## src/hdl/ufrx_pkg.sv

```systemverilog
// Shared types and constants for the frame receiver with XOR check.
`timescale 1ns / 1ps
package ufrx_pkg;

  localparam int CFG_IDX_W  = 3;
  localparam int CFG_DATA_W = 16;

  // Configuration register indexes
  localparam logic [CFG_IDX_W-1:0] REG_TAIL_BYTE     = 3'd0;
  localparam logic [CFG_IDX_W-1:0] REG_NORMAL_END    = 3'd1;
  localparam logic [CFG_IDX_W-1:0] REG_TIMING_START  = 3'd2;
  localparam logic [CFG_IDX_W-1:0] REG_TIMING_END    = 3'd3;
  localparam logic [CFG_IDX_W-1:0] REG_UPDATE_START  = 3'd4;
  localparam logic [CFG_IDX_W-1:0] REG_UPDATE_END    = 3'd5;
  localparam logic [CFG_IDX_W-1:0] REG_REQUEST_START = 3'd6;
  localparam logic [CFG_IDX_W-1:0] REG_REQUEST_END   = 3'd7;

  // Depth of the queue between parser and classifier (power of two)
  localparam int QDEPTH = 2;

  typedef enum logic [1:0] {
    ST_GOOD     = 2'd0,
    ST_CHECKSUM = 2'd1,
    ST_TAIL     = 2'd2,
    ST_LENGTH   = 2'd3
  } status_t;

  typedef enum logic [2:0] {
    CLS_NORMAL   = 3'd0,
    CLS_TIMING   = 3'd1,
    CLS_UPDATE   = 3'd2,
    CLS_REQUEST  = 3'd3,
    CLS_UNCLASSED = 3'd4
  } class_t;

  typedef struct packed {
    status_t     status;
    logic [15:0] cmd;
    logic [15:0] len;
  } frame_rec_t;

  typedef struct packed {
    logic [15:0] normal_end;
    logic [15:0] timing_start;
    logic [15:0] timing_end;
    logic [15:0] update_start;
    logic [15:0] update_end;
    logic [15:0] request_start;
    logic [15:0] request_end;
  } class_cfg_t;

endpackage

```

## src/hdl/ufrx_front.sv

```systemverilog
// Byte parser: header hunt, field capture, running XOR and frame-end checks.
`timescale 1ns / 1ps
module ufrx_front #(
  parameter int MIN_FRAME_LEN = 10,
  parameter int MAX_FRAME_LEN = 256,
  parameter int HEAD_FIRST    = 170,
  parameter int HEAD_SECOND   = 85
) (
  input  logic                clk,
  input  logic                rst,
  input  logic                take,
  input  logic [7:0]          rx_byte,
  input  logic [7:0]          tail_byte,
  output logic                push,
  output ufrx_pkg::frame_rec_t push_rec
);

  localparam int PW = $clog2(MAX_FRAME_LEN);
  localparam logic [7:0] HF = 8'(HEAD_FIRST);
  localparam logic [7:0] HS = 8'(HEAD_SECOND);

  typedef enum logic [2:0] {
    PH_HUNT1 = 3'b001,
    PH_HUNT2 = 3'b010,
    PH_BODY  = 3'b100
  } phase_t;

  phase_t        phase, phase_next;
  logic [PW-1:0] pos, pos_next;
  logic [PW-1:0] last_pos, last_pos_next;
  logic [PW-1:0] chk_pos, chk_pos_next;
  logic [7:0]    xor_acc, xor_acc_next;
  logic [7:0]    chk, chk_next;
  logic [15:0]   cmd, cmd_next;
  logic [15:0]   len, len_next;
  logic [16:0]   total;
  logic          past_header;

  assign total       = 17'(MIN_FRAME_LEN) + {1'b0, len[15:8], rx_byte};
  assign past_header = (pos >= PW'(8));

  always_comb begin
    phase_next    = phase;
    pos_next      = pos;
    last_pos_next = last_pos;
    chk_pos_next  = chk_pos;
    xor_acc_next  = xor_acc;
    chk_next      = chk;
    cmd_next      = cmd;
    len_next      = len;
    push          = 1'b0;
    push_rec.status = ufrx_pkg::ST_GOOD;
    push_rec.cmd    = cmd;
    push_rec.len    = len;
    if (take) begin
      case (phase)
        PH_HUNT2: begin
          if (rx_byte == HS) begin
            phase_next   = PH_BODY;
            xor_acc_next = HF ^ rx_byte;
            pos_next     = PW'(2);
          end else if (rx_byte != HF) begin
            phase_next = PH_HUNT1;
          end
        end
        PH_BODY: begin
          if (past_header && pos == last_pos) begin
            // last byte is the tail; a checksum fault wins over a tail fault
            push       = 1'b1;
            phase_next = PH_HUNT1;
            if (xor_acc != chk) begin
              push_rec.status = ufrx_pkg::ST_CHECKSUM;
            end else if (rx_byte != tail_byte) begin
              push_rec.status = ufrx_pkg::ST_TAIL;
            end
          end else if (past_header && pos == chk_pos) begin
            chk_next = rx_byte;
            pos_next = pos + PW'(1);
          end else begin
            xor_acc_next = xor_acc ^ rx_byte;
            pos_next     = pos + PW'(1);
            case (pos)
              PW'(4): cmd_next = {rx_byte, cmd[7:0]};
              PW'(5): cmd_next = {cmd[15:8], rx_byte};
              PW'(6): len_next = {rx_byte, len[7:0]};
              PW'(7): begin
                len_next      = {len[15:8], rx_byte};
                last_pos_next = PW'(total - 17'd1);
                chk_pos_next  = PW'(total - 17'd2);
                // report an oversized frame at once and drop back to the hunt
                if (total > 17'(MAX_FRAME_LEN)) begin
                  push            = 1'b1;
                  push_rec.status = ufrx_pkg::ST_LENGTH;
                  push_rec.len    = {len[15:8], rx_byte};
                  phase_next      = PH_HUNT1;
                end
              end
              default: ;
            endcase
          end
        end
        default: begin
          phase_next = (rx_byte == HF) ? PH_HUNT2 : PH_HUNT1;
        end
      endcase
    end
  end

  always_ff @(posedge clk) begin
    if (rst) begin
      phase <= PH_HUNT1;
    end else begin
      phase <= phase_next;
    end
  end

  always_ff @(posedge clk) begin
    pos      <= pos_next;
    last_pos <= last_pos_next;
    chk_pos  <= chk_pos_next;
    xor_acc  <= xor_acc_next;
    chk      <= chk_next;
    cmd      <= cmd_next;
    len      <= len_next;
  end

endmodule

```

## src/hdl/ufrx_queue.sv

```systemverilog
// Short queue of frame records between parser and classifier.
`timescale 1ns / 1ps
module ufrx_queue (
  input  logic                 clk,
  input  logic                 rst,
  input  logic                 push,
  input  ufrx_pkg::frame_rec_t push_rec,
  output logic                 full,
  input  logic                 pop,
  output logic                 head_valid,
  output ufrx_pkg::frame_rec_t head_rec
);

  localparam int QW = $clog2(ufrx_pkg::QDEPTH);

  ufrx_pkg::frame_rec_t slots [ufrx_pkg::QDEPTH];
  logic [QW-1:0] wr_ptr, rd_ptr;
  logic [QW:0]   count;

  assign full       = (count == (QW+1)'(ufrx_pkg::QDEPTH));
  assign head_valid = (count != '0);
  assign head_rec   = slots[rd_ptr];

  always_ff @(posedge clk) begin
    if (push) begin
      slots[wr_ptr] <= push_rec;
    end
  end

  always_ff @(posedge clk) begin
    if (rst) begin
      wr_ptr <= '0;
      rd_ptr <= '0;
      count  <= '0;
    end else begin
      if (push) begin
        wr_ptr <= wr_ptr + QW'(1);
      end
      if (pop) begin
        rd_ptr <= rd_ptr + QW'(1);
      end
      case ({push, pop})
        2'b10:   count <= count + (QW+1)'(1);
        2'b01:   count <= count - (QW+1)'(1);
        default: count <= count;
      endcase
    end
  end

endmodule

```

## src/hdl/ufrx_back.sv

```systemverilog
// Command classifier and output register.
`timescale 1ns / 1ps
module ufrx_back (
  input  logic                 clk,
  input  logic                 rst,
  input  ufrx_pkg::class_cfg_t cfg,
  input  logic                 head_valid,
  input  ufrx_pkg::frame_rec_t head_rec,
  output logic                 pop,
  output logic                 out_valid,
  input  logic                 out_stall,
  output logic [1:0]           frame_status,
  output logic [15:0]          command_code,
  output logic [15:0]          payload_length,
  output logic [2:0]           message_class
);

  function automatic ufrx_pkg::class_t classify(input logic [15:0] c,
                                                input ufrx_pkg::class_cfg_t r);
    ufrx_pkg::class_t k;
    if (c <= r.normal_end) begin
      k = ufrx_pkg::CLS_NORMAL;
    end else if (c >= r.timing_start && c <= r.timing_end) begin
      k = ufrx_pkg::CLS_TIMING;
    end else if (c >= r.update_start && c <= r.update_end) begin
      k = ufrx_pkg::CLS_UPDATE;
    end else if (c >= r.request_start && c <= r.request_end) begin
      k = ufrx_pkg::CLS_REQUEST;
    end else begin
      k = ufrx_pkg::CLS_UNCLASSED;
    end
    return k;
  endfunction

  // advance when the output register is empty or being taken
  assign pop = head_valid && (!out_valid || !out_stall);

  always_ff @(posedge clk) begin
    if (rst) begin
      out_valid <= 1'b0;
    end else if (pop) begin
      out_valid <= 1'b1;
    end else if (!out_stall) begin
      out_valid <= 1'b0;
    end
  end

  always_ff @(posedge clk) begin
    if (pop) begin
      frame_status   <= head_rec.status;
      command_code   <= head_rec.cmd;
      payload_length <= head_rec.len;
      message_class  <= classify(head_rec.cmd, cfg);
    end
  end

endmodule

```

## src/hdl/uart_frame_receiver_xor_check_top.sv

```systemverilog
// Top level: configuration registers, parser, record queue and classifier.
// Takes one byte per cycle; a frame's result passes through the record queue
// and then the classifier's output register before it is valid.
// Input stalls only while the two-entry record queue is full.
// Synchronous reset clears the parser, queue, output valid and all
// configuration registers to zero.
`timescale 1ns / 1ps
module uart_frame_receiver_xor_check_top #(
  parameter int MIN_FRAME_LEN = 10,
  parameter int MAX_FRAME_LEN = 256,
  parameter int HEAD_FIRST    = 170,
  parameter int HEAD_SECOND   = 85
) (
  input  logic                           clk,
  input  logic                           rst,
  input  logic                           cfg_we,
  input  logic [ufrx_pkg::CFG_IDX_W-1:0] cfg_index,
  input  logic [ufrx_pkg::CFG_DATA_W-1:0] cfg_data,
  input  logic                           in_valid,
  output logic                           in_stall,
  input  logic [7:0]                     rx_byte,
  output logic                           out_valid,
  input  logic                           out_stall,
  output logic [1:0]                     frame_status,
  output logic [15:0]                    command_code,
  output logic [15:0]                    payload_length,
  output logic [2:0]                     message_class
);

  logic                 [7:0] tail_byte;
  ufrx_pkg::class_cfg_t cls_cfg;
  logic                 take;
  logic                 push;
  ufrx_pkg::frame_rec_t push_rec;
  logic                 q_full;
  logic                 pop;
  logic                 head_valid;
  ufrx_pkg::frame_rec_t head_rec;

  always_ff @(posedge clk) begin
    if (rst) begin
      tail_byte <= '0;
      cls_cfg   <= '0;
    end else if (cfg_we) begin
      case (cfg_index)
        ufrx_pkg::REG_TAIL_BYTE:     tail_byte             <= cfg_data[7:0];
        ufrx_pkg::REG_NORMAL_END:    cls_cfg.normal_end    <= cfg_data;
        ufrx_pkg::REG_TIMING_START:  cls_cfg.timing_start  <= cfg_data;
        ufrx_pkg::REG_TIMING_END:    cls_cfg.timing_end    <= cfg_data;
        ufrx_pkg::REG_UPDATE_START:  cls_cfg.update_start  <= cfg_data;
        ufrx_pkg::REG_UPDATE_END:    cls_cfg.update_end    <= cfg_data;
        ufrx_pkg::REG_REQUEST_START: cls_cfg.request_start <= cfg_data;
        ufrx_pkg::REG_REQUEST_END:   cls_cfg.request_end   <= cfg_data;
        default: ;
      endcase
    end
  end

  // hold input while the queue has no room for a record
  assign in_stall = q_full;
  assign take     = in_valid && !in_stall;

  ufrx_front #(
    .MIN_FRAME_LEN (MIN_FRAME_LEN),
    .MAX_FRAME_LEN (MAX_FRAME_LEN),
    .HEAD_FIRST    (HEAD_FIRST),
    .HEAD_SECOND   (HEAD_SECOND)
  ) u_front (
    .clk       (clk),
    .rst       (rst),
    .take      (take),
    .rx_byte   (rx_byte),
    .tail_byte (tail_byte),
    .push      (push),
    .push_rec  (push_rec)
  );

  ufrx_queue u_queue (
    .clk        (clk),
    .rst        (rst),
    .push       (push),
    .push_rec   (push_rec),
    .full       (q_full),
    .pop        (pop),
    .head_valid (head_valid),
    .head_rec   (head_rec)
  );

  ufrx_back u_back (
    .clk            (clk),
    .rst            (rst),
    .cfg            (cls_cfg),
    .head_valid     (head_valid),
    .head_rec       (head_rec),
    .pop            (pop),
    .out_valid      (out_valid),
    .out_stall      (out_stall),
    .frame_status   (frame_status),
    .command_code   (command_code),
    .payload_length (payload_length),
    .message_class  (message_class)
  );

endmodule

```

## config.mk

```make
export PLATFORM = sky130hd
export DESIGN_NAME = uart_frame_receiver_xor_check_top
export DESIGN_NICKNAME = d
export VERILOG_FILES = /design/src/hdl/ufrx_pkg.sv /design/src/hdl/ufrx_front.sv /design/src/hdl/ufrx_queue.sv /design/src/hdl/ufrx_back.sv /design/src/hdl/uart_frame_receiver_xor_check_top.sv
export SDC_FILE = /design/constraint.sdc
export NUM_CORES = 1
export LEC_CHECK = 0
export ABC_CLOCK_PERIOD_IN_PS = 5700
export BUFFER_PORTS_ARGS = -buffer_cell sky130_fd_sc_hd__buf_4
export CAP_MARGIN = 20
export CORE_ASPECT_RATIO = 0.7
export CORE_UTILIZATION = 40
export CTS_CLUSTER_DIAMETER = 120
export CTS_CLUSTER_SIZE = 30
export DETAILED_ROUTE_END_ITERATION = 8
export SYNTH_ARGS = -nofsm -noshare
export SYNTH_HDL_FRONTEND = slang
export SYNTH_HIERARCHICAL = 1
export SYNTH_SLANG_ARGS = --single-unit
```

## constraint.sdc

```tcl
create_clock -name clk -period 5.7 [get_ports clk]
set_input_delay 1.14 -clock clk [delete_from_list [all_inputs] [get_ports clk]]
set_output_delay 1.14 -clock clk [all_outputs]
set_load 0.01 [all_outputs]
```

# Word level (Yosys, flattened, before mapping)
# Memories as Yosys holds them, arrays and structs flattened. A register that Yosys moved wholly into a read port is not among the register bits.
# Cells that the tools add are included.
[totals]
register_bits = 237
input_bits = 32
n_memories = 1
word_cells = 166
out_inout_bits = 39
mem_bits_rw = 68
[op_classes]
n_bitwise = 8
eq_ne = 31
add_sub_neg = 8
order_cmp = 9
muxes = 47
reduce_logical = 34
[memory_table]
columns = ["memory", "depth", "word_bits", "read_ports", "rd_ports_with_merged_regs", "write_ports", "line_no", "source"]
rows = [
  ["u_queue.slots", 2, 34, 1, 1, 1, "ufrx_queue.sv:16", "ufrx_pkg::frame_rec_t slots [ufrx_pkg::QDEPTH];"],
]
[ops]
columns = ["op", "count"]
rows = [
  ["2-to-1 mux 8 bit", 11],
  ["less-or-equal comparator 16 bit", 4],
  ["case mux 16 bit (2 select lines)", 2],
  [">= comparator 16 bit", 3],
  ["equality test 8 x 3 -> 1 bit (second input constant)", 4],
  ["case mux 8 bit (2 select lines)", 2],
  ["AND reduction 6 bit", 4],
  ["2-to-1 mux 3 bit", 7],
  ["2-to-1 mux 2 bit", 10],
  ["adder 4 x 16 -> 17 bit (first input constant)", 1],
  ["greater-than comparator 17 x 9 -> 1 bit (second input constant)", 1],
  ["equality test 8 bit", 2],
  ["!= test 8 bit", 2],
  ["AND reduction 2 bit", 8],
  ["equality test 3 bit (second input constant)", 5],
  ["AND reduction 5 bit", 3],
  ["2-to-1 mux 1 bit", 13],
  ["equality test 3 x 2 -> 1 bit (second input constant)", 3],
  ["!= test 3 x 1 -> 1 bit (second input constant)", 3],
  ["adder 8 x 1 -> 8 bit (second input constant)", 1],
  ["equality test 8 x 7 -> 1 bit (second input constant)", 1],
  ["equality test 8 bit (second input constant)", 1],
  [">= comparator 8 x 4 -> 1 bit (second input constant)", 1],
  ["!= test 8 bit (second input constant)", 1],
  ["other kinds (24)", 44],
]

# Depth between registers and ports, before layout
# Gate-level depths: netlist (run 1).
[depth]
depth_word = 10
depth_mapped = 13

# Hierarchy
# The synthesis (run 1) kept the hierarchy.
[by_module_without_submodules]
columns = ["module", "cells_each", "area_each_um2", "seq_area_each_um2", "instances"]
rows = [
  ["uart_frame_receiver_xor_check_top", 428, 4763.3, 2402.3, 1],
  ["ufrx_front", 368, 4175.3, 2222.1, 1],
  ["ufrx_back", 422, 3930.0, 1131.1, 1],
  ["ufrx_queue", 128, 2652.5, 2142.1, 1],
]

# Worst setup path after synthesis (run 1)
# No wires, ideal clock.
[synth_timing]
path_kind = "input to register"
startpoint = "in out_stall"
endpoint = "reg u_queue.count[1]"
setup_time_ns = 0.070
slack_ns = 0.470
required_time_ns = 5.630
cell_stages = 4
arrival_ns = 5.161
path_cell_list = "a21boi_0 > ha_1 > or3_1 > a21oi_1"
[synth_via]
elab_chain_cells = 5
elab_cells_between_ends = 7
[synth_lines]
columns = ["element", "line_no", "source"]
rows = [
  ["start, declared", "uart_frame_receiver_xor_check_top.sv:23", "input logic out_stall,"],
  ["zero test 1 bit *", "ufrx_back.sv:36", "assign pop = head_valid && (!out_valid || !out_stall);"],
  ["logical OR 1 bit *", "ufrx_back.sv:36", ""],
  ["logical AND 1 bit *", "ufrx_back.sv:36", ""],
  ["equality test 2 x 1 -> 1 bit or equality test 2 bit (tied branches)", "ufrx_queue.sv:42", "case ({push, pop})"],
  ["case mux 2 bit (2 select lines) or nonzero test 2 bit (tied branches)", "--", ""],
  ["end signal, assigned", "ufrx_queue.sv:43", "2'b10: count <= count + (QW+1)'(1);"],
  ["end signal, assigned", "ufrx_queue.sv:44", "2'b01: count <= count - (QW+1)'(1);"],
  ["end signal, assigned", "ufrx_queue.sv:45", "default: count <= count;"],
  ["end, declared", "ufrx_queue.sv:18", "logic [QW:0] count;"],
]
# Mark *: on every way between the ends. The rest lies on a longest branch, timed or not.
# A chain may end at the register's enable or synchronous reset.

==> results.md, run 1 <==
* Final hold vios at 0
* Critical path's top delay family: simple AND/OR/NAND/NOR gates
* Antenna Diode Count at 0
* Final slew viol count at 0
* Post-layout min period at 3.79 ns
* Synth top area share at 34.2%
* Slowest cell on crit path: dfxtp_1
* Dpl ws at 1.48 ns
* Max Cap Violations at 0
* Cell area after synthesis at 15500 um^2
* Final Non-Filler Cells at 1898
* Fin crit share at between 60% and 70%
* Clock slew at reported path FFs at 0.12 ns
* Clock Latency Late Sink at between 0.5 and 0.6 ns
* Arrival time worst endpoint at slightly above 4 ns
* Placer Congestion at 0.819
* Pwr/cell area at 225 nW/um^2
* Syn_nets at 1500
* Share of synthesized registers carrying an async set or reset at 0%
* Starting Density at roughly 41%
* Row count at ~60
* Vias per cell at 5.09
* Seq cells post-synth at approximately 310
* Clock Path Buffers at 3
* Sequential element share of the synthesized area at 50.9%
* DRT Pass-1 Iters at 5
* DR iter-0 viols at 837
* Distinct cell type count after synthesis at 74
* Filler cell count at 3500
* Port bufs at 70
* CP Class: flip-flop to flip-flop
* Area occupied by multi-input gates at 6830 um^2
* Post-synth EDFFs at about 180
* Post-cts resize count at 0
* Post-synthesis instance total at 1346
* Status: complete, no violations
* WHS at 0.450 ns
* Area of the core at 37700 um^2
* Total CTS buffers at 14
* Placed wire-length estimate at 26.5 mm
* CP Launch Type: flip-flop
* Largest net degree at the start of global routing at 79
* Worst hold path type: flip-flop to flip-flop
* Final ANT Viol Nets at 0
* Placed instance area at 16400 um^2
* Synth Area per Inst at 11.5 um^2
* CTS tree: built
* Final nets at 1526
* Critical path, cell by cell: buf_4 -> mux2_2 -> ha_1 -> nand4_1 -> or4_4 -> a21o_1 -> o211a_1 -> o32ai_2 -> nand2_1 -> and3_1
* Main synth FF type: edfxtp_1
* Root Buffer Master: clkbuf_16
* Worst path max stage delay at 0.76 ns
* Crit path capture type: flip-flop
* Most frequent cell after synthesis: edfxtp_1
* Postcts setup bufs at 0
* Hold buffer count at cts at 0
* Initial antenna violation count at 0
* First-pass GRT wire length at 56.6 mm
* Die H at 167 um
* Full die area at slightly below 40000 um^2
* Drt drc at 0
* WL/cell at 19.5 um
* Worst EP required at about 6.0 ns
* Peak VDD IR at 0.000172 V
* Vias in the first global route at 9228
* Ratio of cells with drive above 1 in the final layout at 11.8%
* Htree depth at 1
* WL final at 37.1 mm
* Design area at 16900 um^2
* Worst slew pin tran at between 1 and 1.5 ns
* Synth area leaders: edfxtp_1 34%, dfxtp_1 17%, ha_1 9.8%
* Leakage at 6.40 nW
* Post-synth top cells: 177 x edfxtp_1, 143 x nand2b_1, 129 x dfxtp_1
* Via count at 9667
* Placed cell count at 1872
* I/O pin count at 71
* Yosys warns at 6
* RSZ-0062 raised after global routing: no
* Cell taking the most area after synthesis: edfxtp_1
* Overall Global Routing Usage at 18.7%
* GRT overflow at 0
* Min setup slack post-route at 1.91 ns
* Synth-to-layout area growth at 8.73%
* Slew headroom at about a third
* Max Clk Rate at 0.264 GHz
* Die width at 237 um
* CTS Sinks at 306
* Final setup vio count at 0
* Crit Path Max Fanout at 20
* WP buf/inv at 1
* Clock Skew at ~0.041 ns
* Storage element area at 7900 um^2
* Setup TNS at 0 ns
## cells in the final DEF, fill, tap and decap left out, types with 4 or more instances in the layout
master,count
mux2_2,42
o21ai_0,21
dfxtp_1,129
nor4_1,6
clkbuf_16,15
ha_1,122
and2_1,17
clkbuf_1,8
nand4_1,27
xnor2_1,44
nor2b_1,19
o21a_1,4
or3_1,4
nand2_1,36
nor3_1,11
nand3_1,16
a211oi_1,8
edfxtp_1,177
a21o_1,16
xor2_1,20
a21oi_1,50
nor2_1,51
mux2i_1,120
inv_1,119
buf_4,80
or2_2,4
nand2b_1,143
and3_1,6
## cell type report
cell class | instances | area share (%)
clock buffer | 23 | 2.40
timing repair buffer | 82 | 3.63
clock inverter | 1 | 0.178
sequential | 306 | 46.8
multi-input combinational | 848 | 40.5
tap | 518 | 3.84
inverter | 120 | 2.67
## flip-flops by register name (all words and copies together) (netlist names), 16 cells and up, named ones only
signal	cells
u_queue/slots	68
cls_cfg	112
u_back/payload_length	16
u_back/command_code	16
u_front/len	16
u_front/cmd	16
## report_power, final
part           total [mW]  internal [mW]  switching (mW)
registers            2.35           2.34          0.0107
clock network        1.23          0.510           0.718
logic               0.221         0.0892           0.132
## worst paths after layout
path	from	to	slack, ns	cells after the start
min	u_front/cmd[13]	u_queue/slots[1][29]	0.45	0
max reg2reg	flip-flop	u_back/message_class[1]	1.91	10
max	flip-flop	u_back/message_class[1]	1.91	10
min reg2reg	u_front/cmd[13]	u_queue/slots[1][29]	0.45	0
## through the flow
step	power [mW]	util, %
global placement	2.61	43.6
global route	3.93	44.7
finish	3.80	44.7
floorplan	2.54	-
CTS	3.84	44.7
detailed placement	2.62	43.6
## cell families after synthesis
| family | count (synthesis) | synth area share (%) |
|---|---|---|
| compound gates | 135 | 5.98 |
| buf+inv | 192 | 5.22 |
| mux | 162 | 10.8 |
| simple gates | 365 | 13.7 |
| xor+xnor | 64 | 3.61 |
| flops | 306 | 50.9 |
| fa+ha+maj | 122 | 9.83 |
## per-layer routing
metal	share of wire, %	track usage (%)
met3	4.2	2.29
met5	0	0
met1	56	31.7
met2	39	25.3
met4	1.1	2.52
(Power assumes the default switching activity.)
==> inputs of run 2 (changes only) <==
--- a/config.mk
+++ b/config.mk
@@ -5,7 +5,7 @@
 export SDC_FILE = /design/constraint.sdc
 export NUM_CORES = 1
 export LEC_CHECK = 0
-export ABC_CLOCK_PERIOD_IN_PS = 5700
+export ABC_CLOCK_PERIOD_IN_PS = 3200
 export BUFFER_PORTS_ARGS = -buffer_cell sky130_fd_sc_hd__buf_4
 export CAP_MARGIN = 20
 export CORE_ASPECT_RATIO = 0.7
==> constraint.sdc (replaced) <==
create_clock -name clk -period 3.2 [get_ports clk]
set_input_delay 0.64 -clock clk [delete_from_list [all_inputs] [get_ports clk]]
set_output_delay 0.64 -clock clk [all_outputs]
set_load 0.01 [all_outputs]
==> run 2 against run 1 <==
Routed wire length rose by 1.0%. Critical path type unchanged. Count of clock-buffer cells in the layout did not move. Design area rose by 2.9%. Non-clock buffer count rose by 56. Hold slack got worse by 0.082 ns. Combinational power rose by 89%. Largest cell class unchanged. Maximum frequency rose by 25%. Largest power group unchanged. Sequential power rose by 78%.
==> results.md, run 2 (synthesis gave the netlist of run 1 again) <==
* Starting Density at 41.1% (unchanged)
* Final setup vio count at 0 (unchanged)
* Final hold vios at 0 (unchanged)
* Overall Global Routing Usage at 19.0% (was 18.7%)
* Power share of the clock group at 32.1% (was 32.3%)
* Min setup slack post-route at 0.176 ns (was 1.91 ns)
* Utilization after layout at 46.0% (was 44.7%)
* Register share of total power at 61.7% (was 61.8%)
* Worst Setup EP: u_back/message_class[1] (unchanged)
* Placed instance area at 16900 um^2 (was 16400 um^2)
* CP Launch Type: flip-flop (unchanged)
* Most common cell after layout, fill and taps aside: edfxtp_1 (unchanged)
* WL final at 37.4 mm (was 37.1 mm)
* Post-layout min period at 3.02 ns (was 3.79 ns)
* Arrival time worst endpoint at 3.33 ns (was 4.07 ns)
* Clock Path Buffers at 3 (unchanged)
* Die width at 237 um (unchanged)
* Worst slew pin tran at 0.683 ns (was 1.01 ns)
* Most flops, register: cls_cfg (unchanged)
* Drt drc at 0 (unchanged)
* Clock Skew at 0.0478 ns (was 0.0413 ns)
* Clock Latency Late Sink at 0.53 ns (was 0.52 ns)
* Status: complete, no violations (unchanged)
* WP buf/inv at 1 (unchanged)
* Antenna Diode Count at 0 (unchanged)
* Worst hold path type: input pin to flip-flop (was flip-flop to flip-flop)
* Total CTS buffers at 14 (unchanged)
* Design area at 17400 um^2 (was 16900 um^2)
* I/O pin count at 71 (unchanged)
* Slew headroom at 54.5% (was 32.3%)
* Largest net degree at the start of global routing at 69 (was 79)
* Slowest cell on crit path: or4_4 (was dfxtp_1)
* Final Non-Filler Cells at 1954 (was 1898)
* Leakage at 6.69 nW (was 6.40 nW)
* CTS Sinks at 306 (unchanged)
* Max reg flops at 112 (unchanged)
* GRT overflow at 0 (unchanged)
* Sw Share at 22.5% (was 22.7%)
* Synth-to-layout area growth at 11.9% (was 8.73%)
* Dpl ws at -0.0440 ns (was 1.48 ns)
* WHS at 0.368 ns (was 0.450 ns)
* Critical path's top delay family: simple AND/OR/NAND/NOR gates (unchanged)
* Die H at 167 um (unchanged)
* WL/cell at 19.2 um (was 19.5 um)
* Placed cell count at 1930 (was 1872)
* Fin crit share at 94.5% (was 66.4%)
* Ratio of cells with drive above 1 in the final layout at 15.5% (was 11.8%)
* Full die area at 39600 um^2 (unchanged)
* Via count at 9945 (was 9667)
* Placer Congestion at 0.856 (was 0.819)
* CP Class: flip-flop to flip-flop (unchanged)
* DRT Pass-1 Iters at 4 (was 5)
* Pwr/cell area at 390 nW/um^2 (was 225 nW/um^2)
* Top flop regs: cls_cfg x112, u_queue/slots x68 (unchanged)
* Gate power share at 6.2% (was 5.8%)
* Critical path, cell by cell: buf_12 -> mux2_2 -> ha_1 -> nand2_1 -> or4_4 -> a21o_1 -> o211a_1 -> o32ai_2 -> nand2_1 -> and3_1 (was buf_4 -> mux2_2 -> ha_1 -> nand4_1 -> or4_4 -> a21o_1 -> o211a_1 -> o32ai_2 -> nand2_1 -> and3_1)
* Worst R2R End: u_back/message_class[1] (unchanged)
* Port bufs at 70 (unchanged)
* Final slew viol count at 0 (unchanged)
* Crit path capture type: flip-flop (unchanged)
* Worst path max stage delay at 0.52 ns (was 0.76 ns)
* CP Depth at 10 (unchanged)
* Vias per cell at 5.09 (about the same)
* Max Cap Violations at 0 (unchanged)
* Internal power at 5.25 mW (was 2.93 mW)
* Row count at 59 (unchanged)
* FF-to-FF path depth at 10 (unchanged)
* Area of the core at 37700 um^2 (unchanged)
* Vias in the first global route at 9730 (was 9228)
* Peak VDD IR at 0.000364 V (was 0.000172 V)
* Crit Path Max Fanout at 18 (was 20)
* DR iter-0 viols at 703 (was 837)
* Worst EP required at 3.50 ns (was 5.99 ns)
* RSZ-0062 raised after global routing: no (unchanged)
* Max Clk Rate at 0.331 GHz (was 0.264 GHz)
* Htree depth at 1 (unchanged)
* Final ANT Viol Nets at 0 (unchanged)
* First-pass GRT wire length at 57.5 mm (was 56.6 mm)
* Cell mode on critical path: nand2_1
* Root Buffer Master: clkbuf_16 (unchanged)
* Initial antenna violation count at 0 (unchanged)
* Placed wire-length estimate at 27.5 mm (was 26.5 mm)
* Final nets at 1582 (was 1526)
* CTS tree: built (unchanged)
* Most frequent cells in the layout: 177 x edfxtp_1, 143 x nand2b_1, 134 x buf_4, 129 x dfxtp_1, 122 x ha_1 (was 177 x edfxtp_1, 143 x nand2b_1, 129 x dfxtp_1, 122 x ha_1, 120 x mux2i_1)
* Clock slew at reported path FFs at 0.13 ns (was 0.12 ns)
* Switch Pwr at 1.52 mW (was 861 uW)
* Flop-to-flop setup slack at 0.18 ns (was 1.91 ns)
[run 2: final cells by class]
| type | count | area [um^2] |
|---|---|---|
| Sequential cell | 306 | 7900 |
| Timing Repair Buffer | 138 | 1090 |
| Clock inverter | 1 | 30.0 |
| Clock buffer | 23 | 405 |
| Multi-Input combinational cell | 848 | 6840 |
| Tap cell | 518 | 648 |
| Fill cell | 3497 | 20400 |
| Inverter | 120 | 450 |
[run 2: worst min-delay path by stage]
stage                    from              endpoint  slack, ns  cells past startpoint
2_1_floorplan  u_front/cmd[0]  u_queue/slots[0][16]       0.42                      0
3_3_place_gp   u_front/cmd[2]  u_queue/slots[1][18]       0.43                      0
3_5_place_dp   u_front/cmd[1]  u_queue/slots[0][17]       0.43                      0
4_1_cts            rx_byte[3]        u_front/chk[3]       0.34                      1
5_1_grt            rx_byte[3]        u_front/chk[3]       0.35                      1
6_report           rx_byte[3]        u_front/chk[3]       0.37                      1
[run 2: worst register-to-register path, cell delays in order (launching register included)]
cell and delay [ns]:
dfxtp_1 0.39, buf_12 0.18, mux2_2 0.48, ha_1 0.35, nand2_1 0.07, or4_4 0.52, a21o_1 0.18, o211a_1 0.14
o32ai_2 0.23, nand2_1 0.09, and3_1 0.19
[run 2: per-layer routing]
| layer | track usage [%] | routed length (um) |
|---|---|---|
| met1 | 30.9 | 19900 |
| met2 | 26.2 | 14700 |
| met3 | 3.05 | 2310 |
| met4 | 2.95 | 495 |
| met5 | 0 | 0 |
[run 2: metrics by stage]
step | TNS (ns) | power (mW)
after floorplan | 0 | 4.53
after CTS | 0 | 6.87
after detailed placement | -0.0440 | 4.68
after global placement | 0 | 4.68
final | 0 | 6.77
after global routing | 0 | 7.02
[run 2: power groups by stage]
stage               logic, mW  registers, mW  clock network [mW]
floorplan               0.261           4.26                   0
global placement        0.408           4.27                   0
detailed placement      0.414           4.27                   0
CTS                     0.416           4.18                2.27
global route            0.455           4.19                2.38
finish                  0.418           4.18                2.17
[run 2: what timing repair did]
item,4_1_cts,5_1_grt
setup endpoints to repair,0,2
gates resized for setup,0,2
hold endpoints to repair,0,0
buffers inserted,0,0
hold buffers,0,0
